### src/lookahead_goal_selector_top_assert.svh
// assertion macros shared by the lookahead goal selector modules
// both expect clk and rst_n in scope
`ifndef LOOKAHEAD_GOAL_SELECTOR_TOP_ASSERT_SVH
`define LOOKAHEAD_GOAL_SELECTOR_TOP_ASSERT_SVH

// same-cycle implication, off while in reset
`define LGS_ASSERT_IMPLY(label, ante, cons, msg) \
    label: assert property (@(posedge clk) disable iff (!rst_n) (ante) |-> (cons)) \
        else $error(msg);

// next-cycle implication, off while in reset
`define LGS_ASSERT_NEXT(label, ante, cons, msg) \
    label: assert property (@(posedge clk) disable iff (!rst_n) (ante) |=> (cons)) \
        else $error(msg);

`endif

### src/lgs_pkg.sv
package lgs_pkg;

    // fixed field widths
    localparam int COORD_BITS     = 24;
    localparam int POS_BITS       = 10;
    localparam int TARGET_BITS    = 16;
    localparam int STEP_BITS      = 8;
    localparam int CFG_DATA_BITS  = 16;
    localparam int CFG_INDEX_BITS = 1;

    localparam int PATH_DEPTH_DEF = 1024;

    // operation codes
    localparam logic [1:0] OP_POINT = 2'd0;
    localparam logic [1:0] OP_POSE  = 2'd1;
    localparam logic [1:0] OP_TICK  = 2'd2;

    // register indexes
    localparam logic [CFG_INDEX_BITS-1:0] CFG_TARGET = 1'b0;
    localparam logic [CFG_INDEX_BITS-1:0] CFG_STEP   = 1'b1;

    localparam logic [TARGET_BITS-1:0] TARGET_RESET = 16'd2000;
    localparam logic [STEP_BITS-1:0]   STEP_RESET   = 8'd1;

    typedef struct packed {
        logic [1:0]                    operation;
        logic                          first_point;
        logic signed [COORD_BITS-1:0]  x;
        logic signed [COORD_BITS-1:0]  y;
    } in_item_t;

    typedef struct packed {
        logic signed [COORD_BITS-1:0]  goal_x;
        logic signed [COORD_BITS-1:0]  goal_y;
        logic [POS_BITS-1:0]           goal_position;
    } out_item_t;

    // controller to datapath
    typedef struct packed {
        logic store_point;
        logic set_pose;
        logic start_tick;
        logic read_goal;
        logic load_diff;
        logic load_square;
        logic advance;
        logic load_result;
    } cmd_t;

    // datapath to controller
    typedef struct packed {
        logic path_ready;
        logic advance_ok;
        logic result_full;
    } status_t;

endpackage

### src/lgs_ctrl.sv
`include "lookahead_goal_selector_top_assert.svh"

module lgs_ctrl (
    input  logic              clk,
    input  logic              rst_n,
    input  logic              item_valid,
    input  logic [1:0]        item_op,
    input  lgs_pkg::status_t  status,
    output logic              item_stall,
    output lgs_pkg::cmd_t     cmd
);

    typedef enum logic [2:0] {
        S_IDLE,
        S_READ,
        S_DIFF,
        S_SQUARE,
        S_COMPARE
    } state_t;

    state_t state_reg, state_next;
    logic   stall_reg, stall_next;
    logic   accept;

    assign accept = item_valid && !stall_reg;

    always_comb
    begin
        cmd        = '0;
        state_next = state_reg;
        unique case (state_reg)
            S_IDLE:
            begin
                cmd.store_point = accept && (item_op == lgs_pkg::OP_POINT);
                cmd.set_pose    = accept && (item_op == lgs_pkg::OP_POSE);
                cmd.start_tick  = accept && (item_op == lgs_pkg::OP_TICK)
                                  && status.path_ready;
                if (cmd.start_tick)
                begin
                    state_next = S_READ;
                end
            end
            S_READ:
            begin
                cmd.read_goal = 1'b1;
                state_next    = S_DIFF;
            end
            S_DIFF:
            begin
                cmd.load_diff = 1'b1;
                state_next    = S_SQUARE;
            end
            S_SQUARE:
            begin
                cmd.load_square = 1'b1;
                state_next      = S_COMPARE;
            end
            S_COMPARE:
            begin
                priority if (status.advance_ok)
                begin
                    cmd.advance = 1'b1;
                    state_next  = S_READ;
                end
                else if (!status.result_full)
                begin
                    cmd.load_result = 1'b1;
                    state_next      = S_IDLE;
                end
            end
            default:
            begin
                state_next = S_IDLE;
            end
        endcase
        stall_next = (state_next != S_IDLE);
    end

    always_ff @(posedge clk or negedge rst_n)
    begin
        if (!rst_n)
        begin
            state_reg <= S_IDLE;
            stall_reg <= 1'b0;
        end
        else
        begin
            state_reg <= state_next;
            stall_reg <= stall_next;
        end
    end

    assign item_stall = stall_reg;

    `LGS_ASSERT_NEXT(a_tick_starts_walk, item_valid && !item_stall && (item_op == lgs_pkg::OP_TICK) && status.path_ready, state_reg == S_READ, "tick did not start walk")

endmodule

### config.mk
export PLATFORM = sky130hd
export DESIGN_NAME = lgs_ctrl
export DESIGN_NICKNAME = d
export VERILOG_FILES = /design/src/lgs_pkg.sv /design/src/lgs_ctrl.sv
export VERILOG_INCLUDE_DIRS = /design/src /design/src/src
export SDC_FILE = /design/constraint.sdc
export NUM_CORES = 1
export LEC_CHECK = 0
export ABC_AREA = 1
export BUFFER_PORTS_ARGS = -buffer_cell sky130_fd_sc_hd__buf_2
export CAP_MARGIN = 10
export CORE_AREA = 2 2 39 41
export CTS_CLUSTER_DIAMETER = 50
export CTS_CLUSTER_SIZE = 20
export DETAILED_ROUTE_END_ITERATION = 10
export DIE_AREA = 0 0 41 43
export MAX_ROUTING_LAYER = met4
export SLEW_MARGIN = 0
export SYNTH_ARGS = -nofsm -noshare
export SYNTH_HDL_FRONTEND = slang
export SYNTH_SLANG_ARGS = --single-unit
### constraint.sdc
create_clock -name clk -period 1.01 [get_ports clk]
set_input_delay 0.0505 -clock clk [delete_from_list [all_inputs] [get_ports clk]]
set_output_delay 0.0505 -clock clk [all_outputs]
set_load 0.02 [all_outputs]
==> impl_metrics.py <==
metrics = {
    "critical_path": {
        "cpPeakStageDelay_ps": 390,
        "cp_common_cell": "nor2_2",
        "rr_startpoint": "state_reg[0]",
        "path_buf_inv": 2,
        "worstSetupPathType": "flip-flop to output port",
        "cp.arrival_ps": 1240,
        "crit_required_ps": 960,
        "crit_family": "simple AND/OR/NAND/NOR gates",
        "critPathLaunchType": "flip-flop",
        "path_max_fanout": 3,
        "cp-startpoint": "state_reg[0]",
        "path_cells": "nor2_2 > nand2_2 > nor2_2 > inv_2 > nor2_4 > buf_6",
        "endpoint_kind": "output port",
        "critPathSlowestCell": "dfrtp_1",
    },
    "synthesis": {
        "synth_top_area_share_pct": 40.6,
        "yosysTopAreaCell": "dfrtp_1",
        "ys_top_cells_by_area": "dfrtp_1 41%, inv_1 17%, nand2_1 12%",
        "syn_inst": 38,
        "synth.avg_cell_area_um2": 6.49,
        "synth_ff_type": "dfrtp_1",
        "synth_edf_count": 0,
        "syn_area_um2": 246,
        "synth_seq_cells": 4,
        "synthTopCellsByCount": "11 x inv_1, 8 x nand2_1, 5 x nor2_1",
        "ys_seq_area_share_pct": 40.6,
        "yosysMostFrequentCell": "inv_1",
        "synthesis.nets": 46,
        "async_reset_ff_share_pct": 100,
        "yosys_warnings": 0,
        "ys_types": 11,
    },
    "placement": {
        "hpwl_um": 555,
        "gp_congestion": 0.630,
        "io_buffers": 16,
        "place_area_um2": 428,
    },
    "routing": {
        "drc": 0,
        "first_iter_violations": 2,
        "vias": 323,
        "dr.pass1.iters": 2,
        "antenna_left": 0,
        "wl_um": 666,
        "detail_route.wl_per_cell_um": 8.12,
        "routed_via_density": 3.94,
    },
    "status": {
        "status": "complete, but fails checks",
        "violations": "setup timing",
    },
    "global_routing": {
        "antenna_found_initial": 0,
        "grt_pass1_vias": 357,
        "track_usage_pct": 10.5,
        "grt_pass1_wl_mm": 1.22,
        "grt-ovfl-total": 0,
        "grt_max_degree": 5,
    },
    "sta": {
        "fin_crit_sh_pct": 128,
        "setup_viol": 10,
        "tightest_slew_ps": 183,
        "finalHoldViolations": 0,
        "holdWs_ps": 132,
        "max_slew_margin_pct": 87.7,
        "fin_crit_ps": 1290,
        "rsz0062_at_grt": "true",
        "finalClockSkew_ps": 3.67,
        "maxSlewViolCount": 0,
        "worst_slack_ps": -285,
        "fmax_mhz": 772,
    },
    "finish": {
        "fillers": 144,
        "largest_reg_flops": 3,
        "final_cell_area_um2": 554,
        "drive_gt1_share_pct": 66.7,
        "diodes": 0,
        "fin_nets": 76,
        "syn_to_final_growth_pct": 125,
    },
    "power": {
        "clkPwrFrac_pct": 13.8,
        "p_leak_nw": 0.299,
        "power_density_mw_per_mm2": 2520,
        "netSwitchingFraction_pct": 44.0,
        "power.net_switching_w": 0.000614,
        "pwr-share-seq_pct": 19.7,
        "vdd_drop_max_uv": 929,
        "internal_power_w": 0.000782,
        "pwr-share-comb_pct": 66.6,
    },
    "floorplan": {
        "dieWidth_um": 41,
        "design.die.area_mm2": 0.00176,
        "ios": 17,
        "start_util_pct": 17.8,
        "coreArea_mm2": 0.00138,
        "die-height_um": 43,
        "rows": 14,
    },
    "cts": {
        "clk_path_buf_depth": 2,
        "cts_tree": "built",
        "root_buffer": "clkbuf_4",
        "cts_buffers": 3,
        "clkSlewWorstSetupHoldPaths_ps": 30,
        "htreeDepth": 1,
        "clock_latency_ps": 230,
        "numClockSinks": 4,
    },
    "run": {
        "drv_cap": 0,
    },
    "worst_hold_path": {
        "hold_path_class": "input pin to flip-flop",
        "hp-start": "status[0]",
    },
}
[logic make-up (layout without fill, tap and decap cells)]
group	count (synthesis)	after routing	synth area share [%]
AO/OA/AOI/OAI	3	3	7.61
AND/OR/NAND/NOR	20	20	35.0
flip-flops	4	4	40.6
buffers and inverters	11	39	16.8
[metrics by stage]
| stage | instances | util, % | total power, W | worst slack (ps) | TNS [ps] |
|---|---|---|---|---|---|
| after global routing | 82 | 40.1 | 0.00152 | -339 | -2350 |
| after floorplan | 38 | - | 0.000671 | -79.2 | -79.2 |
| after CTS | 82 | 38.9 | 0.00135 | -313 | -1800 |
| after detailed placement | 77 | 30.9 | 0.000961 | -123 | -440 |
| final | 82 | 40.1 | 0.00140 | -285 | -1690 |
| after global placement | 77 | 30.9 | 0.000941 | -72.8 | -236 |
[worst paths after layout]
check,slack (ps),endpoint,cells after the start
min in group asynchronous,150,item_stall,2
max reg2reg,-30,item_stall,6
max,-280,cmd[7],6
min reg2reg,630,state_reg[1],3
min,130,state_reg[2],3
max in group asynchronous,740,state_reg[0],2
[power by group through the flow]
stage	Sequential (W)	Clock, W	Combinational, W
5_1_grt	0.000283	0.000210	0.00103
4_1_cts	0.000275	0.000204	0.000873
2_1_floorplan	0.000314	0	0.000357
6_report	0.000275	0.000192	0.000929
3_3_place_gp	0.000273	0	0.000668
3_5_place_dp	0.000276	0	0.000684
[layer usage]
| metal | wire [um] | global-route usage (%) | part of all wire, % | vias up |
|---|---|---|---|---|
| met1 | 255 | 11.1 | 38 | 148 |
| met2 | 389 | 17.2 | 58 | 6 |
| met4 | 0 | 6.00 | 0 | 0 |
| met5 | 0 | - | 0 | - |
| met3 | 21 | 1.57 | 3.2 | 0 |
| li1 | - | - | - | 169 |
[final cells by class]
type / instances / area (um^2) / area share (%)
Tap cell: 16 / 20.0 / 3.61
Clock buffer: 3 / 22.5 / 4.06
Multi-Input combinational cell: 23 / 180 / 32.5
Sequential cell: 4 / 100 / 18.1
Inverter: 11 / 41.3 / 7.45
Timing Repair Buffer: 25 / 190 / 34.3
[placed cells by master, fill, tap and decap left out, drive strengths merged]
cell / instances
inv: 11
o21ai: 2
a21oi: 1
nor2: 6
dlygate4sd3: 1
clkbuf: 3
dfrtp: 4
nor3: 1
buf: 24
nand2: 8
nor4: 1
nand3: 4
[tightest hold or removal path, stage by stage]
cell and delay (ps):
buf_2 110, nand2_1 80, o21ai_2 70
[repair_timing]
item | in CTS | in global routing
hold endpoints to repair | 4 | 0
endpoints found under the setup margin | 10 | 10
pin swaps | 7 | 4
buffers inserted | 3 | 0
hold buffers | 1 | 0
resized for setup | 22 | 4
No activity file was read; power rests on OpenSTA's default activity.
